### src/rtl/jdmc_pkg.sv
package jdmc_pkg;

  // Default payload widths
  localparam int unsigned AXIS_BITS_DEF = 8;
  localparam int unsigned TIME_BITS_DEF = 32;

  // Configuration port
  localparam int unsigned CFG_IDX_W  = 3;
  localparam int unsigned CFG_DATA_W = 16;
  localparam int unsigned PERIOD_W   = 16;
  localparam int unsigned FULL_W     = 7;

  typedef enum logic [CFG_IDX_W-1:0] {
    REG_CONTROL_PERIOD  = 3'd0,
    REG_DISPLAY_PERIOD  = 3'd1,
    REG_MESSAGE_TIME    = 3'd2,
    REG_DEBOUNCE_TIME   = 3'd3,
    REG_FULL_SCALE      = 3'd4,
    REG_DISPLAY_PRESENT = 3'd5
  } cfg_reg_e;

  // Register reset values
  localparam logic [PERIOD_W-1:0] CONTROL_PERIOD_RST = 16'd30;
  localparam logic [PERIOD_W-1:0] DISPLAY_PERIOD_RST = 16'd250;
  localparam logic [PERIOD_W-1:0] MESSAGE_TIME_RST   = 16'd2000;
  localparam logic [PERIOD_W-1:0] DEBOUNCE_TIME_RST  = 16'd150;
  localparam logic [FULL_W-1:0]   FULL_SCALE_RST     = 7'd127;

  // Screen selection codes
  localparam int unsigned SCREEN_W = 3;

  typedef enum logic [SCREEN_W-1:0] {
    SCR_NONE    = 3'd0,
    SCR_MAIN    = 3'd1,
    SCR_DETAILS = 3'd2,
    SCR_MESSAGE = 3'd3,
    SCR_FAULT   = 3'd4
  } screen_e;

endpackage

### src/rtl/jdmc_if.sv
// Poll channel: one joystick/button/fault sample per item
interface jdmc_in_if import jdmc_pkg::*; #(
  parameter int unsigned AXIS_BITS = AXIS_BITS_DEF,
  parameter int unsigned TIME_BITS = TIME_BITS_DEF
) ();
  logic                        valid;
  logic                        ready;
  logic [TIME_BITS-1:0]        time_ms;
  logic signed [AXIS_BITS-1:0] axis_x;
  logic signed [AXIS_BITS-1:0] axis_y;
  logic signed [AXIS_BITS-1:0] axis_z;
  logic                        button_page;
  logic                        button_mode;
  logic                        fault_a;
  logic                        fault_b;

  modport source (
    output valid, time_ms, axis_x, axis_y, axis_z,
    output button_page, button_mode, fault_a, fault_b,
    input  ready
  );

  modport sink (
    input  valid, time_ms, axis_x, axis_y, axis_z,
    input  button_page, button_mode, fault_a, fault_b,
    output ready
  );
endinterface

// Result channel: motor commands and screen selection
interface jdmc_out_if import jdmc_pkg::*; #(
  parameter int unsigned AXIS_BITS = AXIS_BITS_DEF
) ();
  logic                        valid;
  logic                        ready;
  logic signed [AXIS_BITS-1:0] power_a;
  logic signed [AXIS_BITS-1:0] power_b;
  logic                        rotation_mode;
  logic [SCREEN_W-1:0]         screen;

  modport source (
    output valid, power_a, power_b, rotation_mode, screen,
    input  ready
  );

  modport sink (
    input  valid, power_a, power_b, rotation_mode, screen,
    output ready
  );
endinterface

### src/rtl/joystick_drive_mode_controller.sv
// Joystick drive-mode controller with differential steering mix.
//
// in_if carries one poll per item (time, three axes, two buttons, two fault
// flags); out_if returns at most one result per poll (two motor commands,
// drive mode, screen code). Both use valid/ready. The cfg_* port writes the
// six timing/scale registers; the user is to write them only while the
// block is idle, as the block itself does not enforce this. The block works
// on one poll at a time and is ready only in its idle state. A poll that
// falls inside the control period gives no result; the block goes from its
// evaluation state straight back to idle. The first poll after reset goes
// from evaluation straight to emit. A rotation-mode step runs evaluation,
// multiply, screen and emit; a normal-mode step adds the divide state, a
// restoring inner-motor divider by full_scale: one quotient bit per cycle.
// The result sits in an output register; the next poll is accepted while it
// waits, and its own result holds in the sequencer until out_if.ready frees
// the register. Reset clears all state and loads the register defaults; the
// first poll afterwards does the start-up capture.
module joystick_drive_mode_controller import jdmc_pkg::*; #(
  parameter int unsigned AXIS_BITS = AXIS_BITS_DEF,
  parameter int unsigned TIME_BITS = TIME_BITS_DEF
) (
  input  logic                  clk_i,
  input  logic                  rst_ni,
  input  logic                  cfg_we_i,
  input  logic [CFG_IDX_W-1:0]  cfg_idx_i,
  input  logic [CFG_DATA_W-1:0] cfg_data_i,
  jdmc_in_if.sink               in_if,
  jdmc_out_if.source            out_if
);

  // Divider geometry
  localparam int unsigned MW = (AXIS_BITS > 8) ? AXIS_BITS : 8; // |full - |x||
  localparam int unsigned DW = MW + 1;                          // full - |x|
  localparam int unsigned PW = AXIS_BITS + MW;                  // |y * d|
  localparam int unsigned CW = $clog2(PW);

  localparam logic [AXIS_BITS-1:0] AXIS_MAX  = {1'b0, {(AXIS_BITS-1){1'b1}}};
  localparam logic [AXIS_BITS-1:0] AXIS_MIN  = {1'b1, {(AXIS_BITS-1){1'b0}}};
  localparam logic [AXIS_BITS-1:0] AXIS_NMAX = AXIS_MIN | {{(AXIS_BITS-1){1'b0}}, 1'b1};

  typedef enum logic [2:0] {
    S_IDLE,
    S_EVAL,
    S_MUL,
    S_DIV,
    S_SCR,
    S_EMIT
  } state_e;

  // Configuration registers
  logic [PERIOD_W-1:0] ctrl_per_q, disp_per_q, msg_time_q, deb_q;
  logic [FULL_W-1:0]   full_q;
  logic                disp_en_q;

  always_ff @(posedge clk_i or negedge rst_ni) begin
    if (!rst_ni) begin
      ctrl_per_q <= CONTROL_PERIOD_RST;
      disp_per_q <= DISPLAY_PERIOD_RST;
      msg_time_q <= MESSAGE_TIME_RST;
      deb_q      <= DEBOUNCE_TIME_RST;
      full_q     <= FULL_SCALE_RST;
      disp_en_q  <= 1'b1;
    end else if (cfg_we_i) begin
      case (cfg_reg_e'(cfg_idx_i))
        REG_CONTROL_PERIOD:  ctrl_per_q <= cfg_data_i;
        REG_DISPLAY_PERIOD:  disp_per_q <= cfg_data_i;
        REG_MESSAGE_TIME:    msg_time_q <= cfg_data_i;
        REG_DEBOUNCE_TIME:   deb_q      <= cfg_data_i;
        REG_FULL_SCALE:      full_q     <= cfg_data_i[FULL_W-1:0];
        REG_DISPLAY_PRESENT: disp_en_q  <= cfg_data_i[0];
        default: ;
      endcase
    end
  end

  // Sequencer, controller state and datapath registers
  state_e               state_q;
  logic                 started_q, prev_page_q, prev_mode_q, armed_q;
  logic                 mode_q, detail_q, msg_q, force_q;
  logic [TIME_BITS-1:0] last_ctrl_q, last_ref_q, msg_start_q, last_press_q;

  logic [TIME_BITS-1:0] now_q;
  logic [AXIS_BITS-1:0] x_q, y_q, z_q;
  logic                 bpage_q, bmode_q, fault_q;

  logic [AXIS_BITS-1:0] mag_y_q;
  logic [MW-1:0]        mag_d_q;
  logic                 neg_q;
  logic [PW-1:0]        dq_q;
  logic [FULL_W-1:0]    rem_q;
  logic [CW-1:0]        cnt_q;

  logic [AXIS_BITS-1:0] res_pa_q, res_pb_q;
  logic                 res_rot_q;
  screen_e              res_scr_q;

  logic                 out_valid_q;
  logic [AXIS_BITS-1:0] out_pa_q, out_pb_q;
  logic                 out_rot_q;
  screen_e              out_scr_q;

  // Elapsed times, modulo 2^TIME_BITS
  logic [TIME_BITS-1:0] ctrl_el, press_el, ref_el, msg_el;
  assign ctrl_el  = now_q - last_ctrl_q;
  assign press_el = now_q - last_press_q;
  assign ref_el   = now_q - last_ref_q;
  assign msg_el   = now_q - msg_start_q;

  logic ctrl_due, deb_ok, ref_due, msg_live;
  assign ctrl_due = ctrl_el >= TIME_BITS'(ctrl_per_q);
  assign deb_ok   = press_el >= TIME_BITS'(deb_q);
  assign ref_due  = ref_el >= TIME_BITS'(disp_per_q);
  assign msg_live = msg_el < TIME_BITS'(msg_time_q);

  // Steering operands: |y|, |full - |x||, and sign of the product
  logic [FULL_W-1:0]    full_eff;
  logic [AXIS_BITS-1:0] ax, ay;
  logic [DW-1:0]        d_s, d_abs;
  assign full_eff = (full_q == '0) ? FULL_W'(1) : full_q;
  assign ax       = x_q[AXIS_BITS-1] ? (~x_q + 1'b1) : x_q;
  assign ay       = y_q[AXIS_BITS-1] ? (~y_q + 1'b1) : y_q;
  assign d_s      = DW'(full_eff) - DW'(ax);
  assign d_abs    = d_s[DW-1] ? (~d_s + 1'b1) : d_s;

  // One restoring division step
  logic [FULL_W:0] trial;
  logic            trial_ge;
  assign trial    = {rem_q, dq_q[PW-1]};
  assign trial_ge = trial >= {1'b0, full_eff};

  // Saturated commands
  logic [AXIS_BITS-1:0] q_sat, reduced, sat_y, sat_z, sat_nz;
  assign q_sat   = (dq_q > {{MW{1'b0}}, AXIS_MAX}) ? AXIS_MAX : dq_q[AXIS_BITS-1:0];
  assign reduced = neg_q ? (~q_sat + 1'b1) : q_sat;
  assign sat_y   = (y_q == AXIS_MIN) ? AXIS_NMAX : y_q;
  assign sat_z   = (z_q == AXIS_MIN) ? AXIS_NMAX : z_q;
  assign sat_nz  = (z_q == AXIS_MIN) ? AXIS_MAX : (~z_q + 1'b1);

  always_ff @(posedge clk_i or negedge rst_ni) begin
    if (!rst_ni) begin
      state_q      <= S_IDLE;
      started_q    <= 1'b0;
      prev_page_q  <= 1'b0;
      prev_mode_q  <= 1'b0;
      armed_q      <= 1'b0;
      mode_q       <= 1'b0;
      detail_q     <= 1'b0;
      msg_q        <= 1'b0;
      force_q      <= 1'b1;
      last_ctrl_q  <= '0;
      last_ref_q   <= '0;
      msg_start_q  <= '0;
      last_press_q <= '0;
      now_q        <= '0;
      x_q          <= '0;
      y_q          <= '0;
      z_q          <= '0;
      bpage_q      <= 1'b0;
      bmode_q      <= 1'b0;
      fault_q      <= 1'b0;
      mag_y_q      <= '0;
      mag_d_q      <= '0;
      neg_q        <= 1'b0;
      dq_q         <= '0;
      rem_q        <= '0;
      cnt_q        <= '0;
      res_pa_q     <= '0;
      res_pb_q     <= '0;
      res_rot_q    <= 1'b0;
      res_scr_q    <= SCR_NONE;
      out_valid_q  <= 1'b0;
      out_pa_q     <= '0;
      out_pb_q     <= '0;
      out_rot_q    <= 1'b0;
      out_scr_q    <= SCR_NONE;
    end else begin
      // Output register drains when taken, unless a new result is loaded
      if (out_valid_q && out_if.ready && (state_q != S_EMIT)) begin
        out_valid_q <= 1'b0;
      end

      case (state_q)
        // Capture the poll
        S_IDLE: begin
          if (in_if.valid) begin
            now_q   <= in_if.time_ms;
            x_q     <= in_if.axis_x;
            y_q     <= in_if.axis_y;
            z_q     <= in_if.axis_z;
            bpage_q <= in_if.button_page;
            bmode_q <= in_if.button_mode;
            fault_q <= in_if.fault_a | in_if.fault_b;
            state_q <= S_EVAL;
          end
        end

        // Start-up capture, control period gate, button handling
        S_EVAL: begin
          mag_y_q <= ay;
          mag_d_q <= d_abs[MW-1:0];
          neg_q   <= y_q[AXIS_BITS-1] ^ d_s[DW-1];
          if (!started_q) begin
            started_q    <= 1'b1;
            mode_q       <= 1'b0;
            detail_q     <= 1'b0;
            msg_q        <= 1'b0;
            prev_page_q  <= bpage_q;
            prev_mode_q  <= bmode_q;
            armed_q      <= ~bmode_q;
            last_ctrl_q  <= now_q;
            last_ref_q   <= now_q;
            last_press_q <= now_q - TIME_BITS'(deb_q);
            res_pa_q     <= '0;
            res_pb_q     <= '0;
            res_rot_q    <= 1'b0;
            if (disp_en_q) begin
              force_q   <= 1'b0;
              res_scr_q <= SCR_MAIN;
            end else begin
              res_scr_q <= SCR_NONE;
            end
            state_q <= S_EMIT;
          end else if (!ctrl_due) begin
            state_q <= S_IDLE;
          end else begin
            last_ctrl_q <= now_q;
            // page button rising edge, ignored while the message shows
            if (!msg_q && bpage_q && !prev_page_q) begin
              detail_q <= ~detail_q;
              force_q  <= 1'b1;
            end
            prev_page_q <= bpage_q;
            // mode button: rearm on release, debounced rising edge toggles
            if (!armed_q) begin
              if (!bmode_q) begin
                armed_q <= 1'b1;
              end
            end else if (bmode_q && !prev_mode_q && deb_ok) begin
              last_press_q <= now_q;
              mode_q       <= ~mode_q;
              msg_q        <= 1'b1;
              msg_start_q  <= now_q;
              detail_q     <= 1'b0;
              force_q      <= 1'b1;
            end
            prev_mode_q <= bmode_q;
            state_q     <= S_MUL;
          end
        end

        // Rotation commands, or the steering product magnitude
        S_MUL: begin
          if (mode_q) begin
            res_pa_q <= sat_z;
            res_pb_q <= sat_nz;
            state_q  <= S_SCR;
          end else begin
            dq_q    <= {{MW{1'b0}}, mag_y_q} * {{AXIS_BITS{1'b0}}, mag_d_q};
            rem_q   <= '0;
            cnt_q   <= '0;
            state_q <= S_DIV;
          end
        end

        // One quotient bit per cycle
        S_DIV: begin
          rem_q <= trial_ge ? FULL_W'(trial - {1'b0, full_eff}) : trial[FULL_W-1:0];
          dq_q  <= {dq_q[PW-2:0], trial_ge};
          cnt_q <= cnt_q + 1'b1;
          if (cnt_q == CW'(PW - 1)) begin
            state_q <= S_SCR;
          end
        end

        // Pick outer/inner motor and the screen
        S_SCR: begin
          res_rot_q <= mode_q;
          if (!mode_q) begin
            if (!x_q[AXIS_BITS-1]) begin
              res_pa_q <= sat_y;
              res_pb_q <= reduced;
            end else begin
              res_pa_q <= reduced;
              res_pb_q <= sat_y;
            end
          end
          if (disp_en_q && (force_q || ref_due)) begin
            last_ref_q <= now_q;
            force_q    <= 1'b0;
            if (fault_q) begin
              res_scr_q <= SCR_FAULT;
            end else if (msg_q && msg_live) begin
              res_scr_q <= SCR_MESSAGE;
            end else begin
              // message expiry returns to the main page
              if (msg_q) begin
                msg_q    <= 1'b0;
                detail_q <= 1'b0;
              end
              res_scr_q <= (detail_q && !msg_q) ? SCR_DETAILS : SCR_MAIN;
            end
          end else begin
            res_scr_q <= SCR_NONE;
          end
          state_q <= S_EMIT;
        end

        // Hand the result to the output register once it is free
        S_EMIT: begin
          if (!out_valid_q || out_if.ready) begin
            out_valid_q <= 1'b1;
            out_pa_q    <= res_pa_q;
            out_pb_q    <= res_pb_q;
            out_rot_q   <= res_rot_q;
            out_scr_q   <= res_scr_q;
            state_q     <= S_IDLE;
          end
        end

        default: state_q <= S_IDLE;
      endcase
    end
  end

  assign in_if.ready          = (state_q == S_IDLE);
  assign out_if.valid         = out_valid_q;
  assign out_if.power_a       = out_pa_q;
  assign out_if.power_b       = out_pb_q;
  assign out_if.rotation_mode = out_rot_q;
  assign out_if.screen        = out_scr_q;

  // Start-up capture happens once per reset
  a_started_sticky: assert property (@(posedge clk_i) disable iff (!rst_ni)
    started_q |=> started_q)
    else $error("started flag dropped");

  // Divider never runs past its bit count
  a_div_bound: assert property (@(posedge clk_i) disable iff (!rst_ni)
    (state_q == S_DIV) |-> (cnt_q <= CW'(PW - 1)))
    else $error("divider count out of range");

  // A new result is only loaded from the emit step
  a_load_from_emit: assert property (@(posedge clk_i) disable iff (!rst_ni)
    $rose(out_valid_q) |-> ($past(state_q) == S_EMIT))
    else $error("result loaded outside emit step");

endmodule

### src/flat_wrapper.sv
// flat-port wrapper written by rule: the top's interface ports become plain ports
module joystick_drive_mode_controller_flat import jdmc_pkg::*;
#(
  parameter int unsigned AXIS_BITS = AXIS_BITS_DEF,
  parameter int unsigned TIME_BITS = TIME_BITS_DEF
)
  (clk_i, rst_ni, cfg_we_i, cfg_idx_i, cfg_data_i, in_if_valid, in_if_time_ms, in_if_axis_x, in_if_axis_y, in_if_axis_z, in_if_button_page, in_if_button_mode, in_if_fault_a, in_if_fault_b, in_if_ready, out_if_valid, out_if_power_a, out_if_power_b, out_if_rotation_mode, out_if_screen, out_if_ready);
  jdmc_in_if #(.AXIS_BITS(AXIS_BITS), .TIME_BITS(TIME_BITS)) in_if_i ();
  jdmc_out_if #(.AXIS_BITS(AXIS_BITS)) out_if_i ();
  input  logic clk_i;
  input  logic rst_ni;
  input  logic cfg_we_i;
  input  logic [CFG_IDX_W-1:0] cfg_idx_i;
  input  logic [CFG_DATA_W-1:0] cfg_data_i;
  input wire logic [$bits(in_if_i.valid)-1:0] in_if_valid;
  input wire logic [$bits(in_if_i.time_ms)-1:0] in_if_time_ms;
  input wire logic [$bits(in_if_i.axis_x)-1:0] in_if_axis_x;
  input wire logic [$bits(in_if_i.axis_y)-1:0] in_if_axis_y;
  input wire logic [$bits(in_if_i.axis_z)-1:0] in_if_axis_z;
  input wire logic [$bits(in_if_i.button_page)-1:0] in_if_button_page;
  input wire logic [$bits(in_if_i.button_mode)-1:0] in_if_button_mode;
  input wire logic [$bits(in_if_i.fault_a)-1:0] in_if_fault_a;
  input wire logic [$bits(in_if_i.fault_b)-1:0] in_if_fault_b;
  output wire logic [$bits(in_if_i.ready)-1:0] in_if_ready;
  output wire logic [$bits(out_if_i.valid)-1:0] out_if_valid;
  output wire logic [$bits(out_if_i.power_a)-1:0] out_if_power_a;
  output wire logic [$bits(out_if_i.power_b)-1:0] out_if_power_b;
  output wire logic [$bits(out_if_i.rotation_mode)-1:0] out_if_rotation_mode;
  output wire logic [$bits(out_if_i.screen)-1:0] out_if_screen;
  input wire logic [$bits(out_if_i.ready)-1:0] out_if_ready;
  assign in_if_i.valid = in_if_valid;
  assign in_if_i.time_ms = in_if_time_ms;
  assign in_if_i.axis_x = in_if_axis_x;
  assign in_if_i.axis_y = in_if_axis_y;
  assign in_if_i.axis_z = in_if_axis_z;
  assign in_if_i.button_page = in_if_button_page;
  assign in_if_i.button_mode = in_if_button_mode;
  assign in_if_i.fault_a = in_if_fault_a;
  assign in_if_i.fault_b = in_if_fault_b;
  assign in_if_ready = in_if_i.ready;
  assign out_if_valid = out_if_i.valid;
  assign out_if_power_a = out_if_i.power_a;
  assign out_if_power_b = out_if_i.power_b;
  assign out_if_rotation_mode = out_if_i.rotation_mode;
  assign out_if_screen = out_if_i.screen;
  assign out_if_i.ready = out_if_ready;
  joystick_drive_mode_controller #(.AXIS_BITS(AXIS_BITS), .TIME_BITS(TIME_BITS)) u_core (.clk_i(clk_i), .rst_ni(rst_ni), .cfg_we_i(cfg_we_i), .cfg_idx_i(cfg_idx_i), .cfg_data_i(cfg_data_i), .in_if(in_if_i), .out_if(out_if_i));
endmodule
### config.mk
export PLATFORM = sky130hd
export DESIGN_NAME = joystick_drive_mode_controller_flat
export DESIGN_NICKNAME = d
export VERILOG_FILES = /design/src/rtl/jdmc_pkg.sv /design/src/rtl/jdmc_if.sv /design/src/rtl/joystick_drive_mode_controller.sv /design/src/flat_wrapper.sv
export SDC_FILE = /design/constraint.sdc
export NUM_CORES = 1
export LEC_CHECK = 0
export ABC_AREA = 1
export BUFFER_PORTS_ARGS = -buffer_cell sky130_fd_sc_hd__buf_2
export CORE_ASPECT_RATIO = 0.6
export CORE_UTILIZATION = 25
export DETAILED_ROUTE_END_ITERATION = 7
export GPL_ROUTABILITY_DRIVEN = 0
export PLACE_DENSITY = 0.41
export SYNTH_ARGS = -nofsm -noshare
export SYNTH_HDL_FRONTEND = slang
export SYNTH_SLANG_ARGS = --single-unit
### constraint.sdc
create_clock -name clk_i -period 4 [get_ports clk_i]
set_input_delay 0.4 -clock clk_i [delete_from_list [all_inputs] [get_ports clk_i]]
set_output_delay 0.4 -clock clk_i [all_outputs]
set_load 0.01 [all_outputs]
==> impl_metrics.xml, run 1 <==
<?xml version="1.0" encoding="UTF-8"?>
<metrics>
  <group name="run_status">
    <metric name="status" unit="">finished with violations</metric>
    <metric name="failed_checks" unit="">setup timing</metric>
  </group>
  <group name="clock_network">
    <metric name="ctsLongestPathBuffers" unit="">3</metric>
    <metric name="cts_root_buf" unit="">clkbuf_16</metric>
    <metric name="tritoncts" unit="">built</metric>
    <metric name="cts_num_sinks" unit="">355</metric>
    <metric name="cts_made_buffers" unit="">44</metric>
    <metric name="clkLatencyLatePin" unit="ns">0.63</metric>
    <metric name="cts.htree.levels" unit="">2</metric>
    <metric name="clkTransAtPathRegs" unit="ns">0.06</metric>
  </group>
  <group name="critical_path">
    <metric name="rr_startpoint" unit="">u_core.mag_y_q[1]</metric>
    <metric name="worstSetupPathType" unit="">register to register</metric>
    <metric name="critical_path_required" unit="ns">4.45</metric>
    <metric name="worst-path-max-fanout" unit="">4</metric>
    <metric name="regToRegEndpoint" unit="">u_core.dq_q[15]</metric>
    <metric name="worst_setup_path_start_kind" unit="">register</metric>
    <metric name="critical_path_cell_sequence" unit="">buf_6 -&gt; nand2_1 -&gt; fa_1 -&gt; inv_1 -&gt; fa_1 -&gt; fa_1 -&gt; fa_1 -&gt; ha_4 -&gt; a21oi_2 -&gt; o21ai_2 -&gt; a31oi_4 -&gt; o21ai_2 -&gt; a21oi_2 -&gt; o21bai_1 -&gt; xnor2_1 -&gt; o21ai_1</metric>
    <metric name="slowest_delay" unit="ns">0.55</metric>
    <metric name="rrSetupSlack" unit="ns">-0.07</metric>
    <metric name="worst-r2r-cell-count" unit="">16</metric>
    <metric name="arrival" unit="ns">4.52</metric>
    <metric name="worstSetupEndpointType" unit="">register</metric>
    <metric name="slowest_stage" unit="">fa_1</metric>
    <metric name="most_common_cell_on_crit_path" unit="">fa_1</metric>
  </group>
  <group name="drt">
    <metric name="detail_route.drc_violations" unit="">0</metric>
    <metric name="route.antenna.remaining_nets" unit="">0</metric>
    <metric name="routed-via-count" unit="">30250</metric>
    <metric name="routed_wire_length_per_instance" unit="um">18.74</metric>
    <metric name="finalWirelength" unit="um">124600</metric>
    <metric name="met3_length" unit="um">9225</metric>
    <metric name="detail_route.wirelength.met1" unit="um">69200</metric>
    <metric name="first_iter_violations" unit="">2391</metric>
    <metric name="highest_layer" unit="">met5</metric>
    <metric name="post_drt_via_cell_ratio" unit="">4.548</metric>
    <metric name="drtPass1Iterations" unit="">5</metric>
    <metric name="route.met2.wl" unit="um">44060</metric>
  </group>
  <group name="worst_hold_path">
    <metric name="timing.hold.worst_endpoint" unit="">u_core.now_q[8]</metric>
    <metric name="worstHoldPathCells" unit="">3</metric>
    <metric name="hold_wc_path_type" unit="">primary input to register</metric>
    <metric name="hold_start" unit="">in_if_time_ms[8]</metric>
  </group>
  <group name="placed_design">
    <metric name="place.detailed.hpwl" unit="um">99710</metric>
    <metric name="placed_cells" unit="">6427</metric>
    <metric name="port_buffers" unit="">105</metric>
  </group>
  <group name="die">
    <metric name="die_area" unit="sq mm">0.1212</metric>
    <metric name="rows" unit="">97</metric>
    <metric name="die-width" unit="um">448.8</metric>
    <metric name="io_pins" unit="">106</metric>
    <metric name="design.core.area" unit="sq mm">0.1177</metric>
    <metric name="initial_utilization" unit="">0.2544</metric>
    <metric name="fp.dieH" unit="um">270.1</metric>
  </group>
  <group name="global_route">
    <metric name="grt_max_degree" unit="">83</metric>
    <metric name="antenna_found_initial" unit="">11</metric>
    <metric name="global_router_s_overall_resource_usage" unit="">0.1983</metric>
    <metric name="overflow" unit="">0</metric>
    <metric name="first_global_vias" unit="">28510</metric>
    <metric name="first_pass_grt_wire_length" unit="um">181300</metric>
  </group>
  <group name="synth">
    <metric name="ys.warnings.count" unit="">0</metric>
    <metric name="synth-async-reset-ratio" unit="">1.000</metric>
    <metric name="synth_edf_count" unit="">0</metric>
    <metric name="yosysUniqueCellTypes" unit="">59</metric>
    <metric name="gate_count_after_technology_mapping" unit="">4465</metric>
    <metric name="synth.yosys.seq_area_share" unit="">0.2978</metric>
    <metric name="synth_flop_cell" unit="">dfrtp_1</metric>
    <metric name="post_syn_nets" unit="">4851</metric>
    <metric name="total_standard_cell_area_after_synthesis" unit="sq mm">0.02995</metric>
    <metric name="ys_seq_elements" unit="">355</metric>
    <metric name="avg_synthesized_cell_area" unit="sq um">6.708</metric>
  </group>
  <group name="job">
    <metric name="cap_viol_max_count" unit="">0</metric>
  </group>
  <group name="layout">
    <metric name="syn_to_final_growth" unit="%">34.92</metric>
    <metric name="most-common-layout-cells" unit="">1329 x nand2_1, 828 x inv_1, 387 x buf_4, 312 x dfrtp_1, 266 x nor2_1</metric>
    <metric name="layout-drive-gt1-share" unit="">0.2254</metric>
    <metric name="fin_nets" unit="">5415</metric>
    <metric name="most_common_cell_after_layout_fill_and_taps_aside" unit="">nand2_1</metric>
    <metric name="layout.cells.non_filler" unit="">6650</metric>
  </group>
  <group name="sta">
    <metric name="finalWorstPathRequiredPeriod" unit="ns">4.072</metric>
    <metric name="finalCritPeriodShare" unit="">1.018</metric>
    <metric name="finalClockSkew" unit="ns">0.04621</metric>
    <metric name="timing.slew.headroom" unit="">0.2666</metric>
    <metric name="fin_ws" unit="ns">-0.07223</metric>
    <metric name="finalSetupViolCount" unit="">20</metric>
    <metric name="worst-slew-pin-transition" unit="ns">1.097</metric>
    <metric name="timing_hold_violations_final" unit="">0</metric>
    <metric name="clock.fmax" unit="MHz">245.6</metric>
    <metric name="unrepaired_setup_endpoints_after_global_routing" unit="">yes</metric>
    <metric name="final_max_slew_viol_count" unit="">0</metric>
  </group>
</metrics>
how the worst max path moves through the flow:
stage	from	to	slack, ns	depth (start not counted)
2_1_floorplan	u_core.mag_y_q[2]	u_core.dq_q[15]	0.002	16
3_3_place_gp	u_core.mag_d_q[4]	u_core.dq_q[14]	-0.30	25
3_5_place_dp	u_core.mag_y_q[2]	u_core.dq_q[15]	-0.32	16
4_1_cts	u_core.mag_y_q[2]	u_core.dq_q[14]	-0.08	25
5_1_grt	u_core.mag_y_q[3]	u_core.dq_q[15]	-0.23	18
6_report	u_core.mag_y_q[1]	u_core.dq_q[15]	-0.07	16
layer usage:
metal,up-vias,GRT usage
li1,15080,-
met1,14330,0.3362
met2,741,0.2453
met3,95,0.03626
met4,2,0.03700
met5,-,0
metrics by stage:
| step | worst slack (ns) | cell area [sq um] | hold slack, ns | util | TNS (ns) |
|---|---|---|---|---|---|
| final | -0.07223 | 40410 | 0.02208 | 0.3432 | -0.3869 |
| after global routing | -0.2266 | 40400 | 0.02580 | 0.3431 | -12.76 |
| after CTS | -0.08241 | 38410 | 0.003666 | 0.3262 | -0.3523 |
| after detailed placement | -0.3200 | 34990 | 0.4274 | 0.2972 | -29.44 |
| after global placement | -0.3033 | 34990 | 0.4290 | 0.2972 | -26.61 |
| after floorplan | 0.002145 | 30030 | 0.1044 | - | 0 |
cell usage after synthesis, drive strengths merged (5+ instances only):
library cell,number,area (sq um)
a22oi,21,157.7
a211oi,6,45.04
inv,859,3224
nand3,161,835.8
nor4,6,37.54
dfrtp,326,8158
nand4,33,206.5
o21bai,18,135.1
fa,43,860.8
ha,259,3241
dfstp,29,762.0
a31oi,14,87.58
xnor2,23,201.4
a21o,7,52.55
o21ai,352,1818
o22ai,6,37.54
or2,7,43.79
mux2,10,112.6
and2,13,81.33
nand3b,24,180.2
o211ai,14,105.1
clkbuf,76,289.0
nor3,46,245.2
nor2,297,1170
nand2,1475,5547
o21a,5,37.54
a21oi,178,909.6
buf,24,215.2
xor2,105,919.6
o31ai,8,60.06
final cells by class:
type | instances | area [sq um]
fillers | 12760 | 77320
multi-input cells | 3149 | 19240
flip-flops and latches | 355 | 8937
repair buffers | 618 | 5461
inverters | 861 | 3239
well taps | 1584 | 1982
clock buffers | 58 | 1235
clock inverters | 20 | 304.0
diodes | 5 | 12.51
flip-flops by register name (all words and copies together), names as in the netlist, 4 cells and up:
signal / flops
u_core.rem_q: 7
u_core.out_if.power_a: 8
u_core.last_ctrl_q: 32
u_core.y_q: 8
u_core.mag_d_q: 8
u_core.msg_start_q: 32
u_core.now_q: 32
u_core.last_ref_q: 32
u_core.z_q: 8
u_core.last_press_q: 32
u_core.dq_q: 16
u_core.mag_y_q: 8
u_core.msg_time_q: 16
u_core.disp_per_q: 16
u_core.deb_q: 16
u_core.full_q: 7
u_core.res_pa_q: 8
u_core.cnt_q: 4
u_core.x_q: 8
u_core.ctrl_per_q: 16
u_core.res_pb_q: 8
u_core.out_if.power_b: 8
repair_timing:
item / 4_1_cts / 5_1_grt
setup buffers: 61 / 37
pin swaps: 61 / 119
endpoints found under the setup margin: 142 / 144
gates cloned: 11 / 17
endpoints found under the hold margin: 78 / 0
resized for setup: 198 / 380
hold buffers: 26 / 0
worst max-delay path, delay by kind of cell (launching register included):
family	cells	cell delay [ns]
fa+ha+maj	5	2.37
compound gates	7	0.74
flops	1	0.43
buf+inv	2	0.19
xor+xnor	1	0.14
simple gates	1	0.07
cells by family after synthesis:
kind of cell	share of synthesized area
xor+xnor	0.03743
compound gates	0.1188
flops	0.2978
fa+ha+maj	0.1369
buf+inv	0.1247
mux	0.004846
simple gates	0.2794
Power of run 1 is left out: the tool's default activity adds up to more than one toggle a clock period on the data nets, which glitch-free logic cannot reach.
==> run 2, diff against run 1 <==
- ABC_AREA: 1 -> default
==> run 2 against run 1 <==
Effect of this change:
- via count fell by 16%
- clock-buffer cell count rose by 3
- final area fell by 7.2%
- synthesized area is 7.7% lower
- critical path depth rose by 8
- maximum frequency fell by 20%
- synthesized cell count fell by 29%
- die area shrank 7.7%
- hold slack gained 0.0077 ns
- global-route usage decreased by 1.4 points
- sequential share of layout area up 1.7 points
- the run still ends with setup timing left
- first-iteration DRC count fell by 16%
==> impl_metrics.xml, run 2 <==
<?xml version="1.0" encoding="UTF-8"?>
<metrics>
  <group name="sta">
    <metric name="finalSetupViolCount" unit="">145</metric>
    <metric name="timing_hold_violations_final" unit="">0</metric>
    <metric name="worst-slew-pin-transition" unit="ns">0.8584</metric>
    <metric name="finalClockSkew" unit="ns">0.03056</metric>
    <metric name="unrepaired_setup_endpoints_after_global_routing" unit="">yes</metric>
    <metric name="fin_ws" unit="ns">-1.076</metric>
    <metric name="finalWorstPathRequiredPeriod" unit="ns">5.076</metric>
    <metric name="timing.slew.headroom" unit="">0.4277</metric>
    <metric name="finalCritPeriodShare" unit="">1.269</metric>
    <metric name="clock.fmax" unit="MHz">197.0</metric>
    <metric name="final_max_slew_viol_count" unit="">0</metric>
  </group>
  <group name="global_route">
    <metric name="grt_max_degree" unit="">92</metric>
    <metric name="antenna_found_initial" unit="">12</metric>
    <metric name="first_pass_grt_wire_length" unit="um">156700</metric>
    <metric name="global_router_s_overall_resource_usage" unit="">0.1842</metric>
    <metric name="overflow" unit="">0</metric>
    <metric name="first_global_vias" unit="">24580</metric>
  </group>
  <group name="synth">
    <metric name="gate_count_after_technology_mapping" unit="">3175</metric>
    <metric name="total_standard_cell_area_after_synthesis" unit="sq mm">0.02763</metric>
    <metric name="synth_largest_area_cell" unit="">dfrtp_1</metric>
    <metric name="yosys.cell_count.top_type" unit="">nand2_1</metric>
    <metric name="avg_synthesized_cell_area" unit="sq um">8.702</metric>
    <metric name="post_syn_nets" unit="">3561</metric>
    <metric name="yosys-top-cells-area" unit="">dfrtp_1 30%, ha_1 12%, mux2_2 5.2%</metric>
    <metric name="ys_seq_elements" unit="">355</metric>
    <metric name="synth.top_cells.by_count" unit="">366 x nand2_1, 326 x dfrtp_1, 296 x inv_1, 261 x o21ai_0, 259 x ha_1</metric>
    <metric name="synth.yosys.seq_area_share" unit="">0.3228</metric>
    <metric name="synth_edf_count" unit="">0</metric>
    <metric name="synth-async-reset-ratio" unit="">1.000</metric>
    <metric name="yosysUniqueCellTypes" unit="">95</metric>
    <metric name="synth_flop_cell" unit="">dfrtp_1</metric>
    <metric name="ys.warnings.count" unit="">0</metric>
    <metric name="synth.top_cell.area_share" unit="">0.2952</metric>
  </group>
  <group name="critical_path">
    <metric name="worstSetupEndpointType" unit="">register</metric>
    <metric name="rr_startpoint" unit="">u_core.now_q[0]</metric>
    <metric name="regToRegEndpoint" unit="">u_core.last_ref_q[24]</metric>
    <metric name="slowest_delay" unit="ns">0.53</metric>
    <metric name="worstSetupStartpoint" unit="">u_core.now_q[0]</metric>
    <metric name="rrSetupSlack" unit="ns">-1.08</metric>
    <metric name="worst-r2r-cell-count" unit="">24</metric>
    <metric name="arrival" unit="ns">5.58</metric>
    <metric name="slowest_stage" unit="">or4_4</metric>
    <metric name="critical_path_cell_sequence" unit="">inv_2 -&gt; buf_4 -&gt; buf_12 -&gt; ha_4 -&gt; fa_2 -&gt; nand2b_4 -&gt; a21oi_4 -&gt; nor2_1 -&gt; or3_1 -&gt; xnor2_1 -&gt; ha_2 -&gt; a21o_1 -&gt; nand3_2 -&gt; a21oi_2 -&gt; or4_4 -&gt; nor4_4 -&gt; nand4_1 -&gt; a2111o_1 -&gt; nor4_4 -&gt; a21oi_4 -&gt; nor2_8 -&gt; buf_12 -&gt; buf_12 -&gt; mux2_4</metric>
    <metric name="critical_path.endpoint" unit="">u_core.last_ref_q[24]</metric>
    <metric name="critical_path_required" unit="ns">4.50</metric>
    <metric name="worst-path-max-fanout" unit="">6</metric>
    <metric name="most_common_cell_on_crit_path" unit="">buf_12</metric>
    <metric name="worstSetupPathType" unit="">register to register</metric>
    <metric name="worst_setup_path_start_kind" unit="">register</metric>
  </group>
  <group name="die">
    <metric name="die-width" unit="um">431.2</metric>
    <metric name="io_pins" unit="">106</metric>
    <metric name="design.core.area" unit="sq mm">0.1096</metric>
    <metric name="fp.dieH" unit="um">259.5</metric>
    <metric name="rows" unit="">94</metric>
    <metric name="initial_utilization" unit="">0.2521</metric>
    <metric name="die_area" unit="sq mm">0.1119</metric>
  </group>
  <group name="clock_network">
    <metric name="clkTransAtPathRegs" unit="ns">0.06</metric>
    <metric name="cts_root_buf" unit="">clkbuf_16</metric>
    <metric name="ctsLongestPathBuffers" unit="">3</metric>
    <metric name="cts_made_buffers" unit="">43</metric>
    <metric name="cts_num_sinks" unit="">355</metric>
    <metric name="tritoncts" unit="">built</metric>
    <metric name="clkLatencyLatePin" unit="ns">0.64</metric>
    <metric name="cts.htree.levels" unit="">2</metric>
  </group>
  <group name="layout">
    <metric name="fin_nets" unit="">4209</metric>
    <metric name="most-common-layout-cells" unit="">522 x buf_4, 344 x nand2_1, 314 x dfrtp_1, 288 x inv_1, 246 x ha_1</metric>
    <metric name="layout-drive-gt1-share" unit="">0.2956</metric>
    <metric name="syn_to_final_growth" unit="%">35.72</metric>
    <metric name="most_common_cell_after_layout_fill_and_taps_aside" unit="">buf_4</metric>
  </group>
  <group name="worst_hold_path">
    <metric name="hold_wc_path_type" unit="">primary input to register</metric>
    <metric name="worstHoldPathCells" unit="">2</metric>
    <metric name="hold_start" unit="">in_if_time_ms[16]</metric>
  </group>
  <group name="placed_design">
    <metric name="port_buffers" unit="">105</metric>
    <metric name="place.detailed.hpwl" unit="um">82550</metric>
    <metric name="worst_case_setup_slack_after_placement" unit="ns">-1.260</metric>
  </group>
  <group name="drt">
    <metric name="detail_route.drc_violations" unit="">0</metric>
    <metric name="route.antenna.remaining_nets" unit="">0</metric>
    <metric name="first_iter_violations" unit="">2003</metric>
    <metric name="post_drt_via_cell_ratio" unit="">4.734</metric>
    <metric name="routed_wire_length_per_instance" unit="um">19.45</metric>
    <metric name="drtPass1Iterations" unit="">6</metric>
    <metric name="routed-via-count" unit="">25320</metric>
    <metric name="finalWirelength" unit="um">104000</metric>
  </group>
  <group name="job">
    <metric name="cap_viol_max_count" unit="">0</metric>
  </group>
  <group name="run_status">
    <metric name="status" unit="">finished with violations</metric>
    <metric name="failed_checks" unit="">setup timing</metric>
  </group>
</metrics>
[run 2: cell count changes after synthesis, moves of 28 or more]
cell      delta
clkbuf_1    +28
xor2_1      -44
and2_1      +35
nand3_1    -104
nor2_1     -105
a21o_1      +58
nand2_1   -1105
xnor2_1     +70
mux2_2     +117
a21oi_1     +29
nand2b_1    +41
o21ai_0     -39
inv_1      -556
[run 2: cells by family (layout without fill, tap and decap cells)]
group | after synthesis | after routing | share of synthesized area
AO/OA/AOI/OAI | 854 | 855 | 0.1940
XOR/XNOR | 154 | 154 | 0.04882
adder cells (fa/ha/maj) | 302 | 302 | 0.1484
buffers and inverters | 426 | 1107 | 0.06041
flip-flops | 355 | 355 | 0.3228
multiplexers | 168 | 168 | 0.06765
other | 0 | 4 | 0
AND/OR/NAND/NOR | 916 | 916 | 0.1578
[run 2: worst min-delay path by stage]
stage	slack, ns	endpoint
detailed placement	0.48	u_core.last_ref_q[9]
CTS	0.007	u_core.now_q[11]
finish	0.03	u_core.now_q[16]
global route	0.02	u_core.now_q[27]
global placement	0.47	u_core.last_ref_q[9]
floorplan	0.10	u_core.armed_q
[run 2: worst max-delay path, delay by kind of cell, from the launching register on]
| kind | cells | cell delay (ns) |
|---|---|---|
| fa+ha+maj | 3 | 0.66 |
| xor+xnor | 1 | 0.14 |
| simple gates | 9 | 1.90 |
| flops | 1 | 0.35 |
| buf+inv | 5 | 0.64 |
| compound gates | 5 | 0.97 |
| mux | 1 | 0.30 |
[run 2: what timing repair did]
action | 4_1_cts | 5_1_grt
setup buffers | 18 | 16
hold endpoints to repair | 110 | 0
hold buffers | 41 | 0
setup endpoints to repair | 146 | 147
pin swaps | 39 | 58
gates resized for setup | 122 | 154
cloned | 7 | 3
[run 2: cell type report]
type,count,area (sq um)
antenna,4,10.01
clock buffer,61,1244
clock inverter,18,254.0
fill,11510,72120
inverter,297,1117
multi-input combinational,2395,18100
sequential,355,8935
tap,1488,1862
timing repair buffer,731,5974
[run 2: per-stage QoR]
step / instance area [sq um] / cells / utilization / hold slack, ns / setup TNS [ns]
after detailed placement: 34180 / 5188 / 0.3119 / 0.4787 / -157.58
after global placement: 34180 / 5188 / 0.3119 / 0.4673 / -149.87
after global routing: 37490 / 5345 / 0.3420 / 0.01784 / -183.16
after floorplan: 27880 / 3175 / - / 0.1044 / -77.58
after CTS: 36810 / 5333 / 0.3358 / 0.007036 / -153.94
final: 37500 / 5349 / 0.3421 / 0.02973 / -137.25
[run 2: per-layer routing]
layer	global-route usage	routed length, um	vias up
met3	0.03823	6757	75
met1	0.3146	60270	12180
met4	0.02807	1207	2
met2	0.2248	35780	579
met5	0	13	-
li1	-	-	12490
Power of run 2 is left out for the same reason.
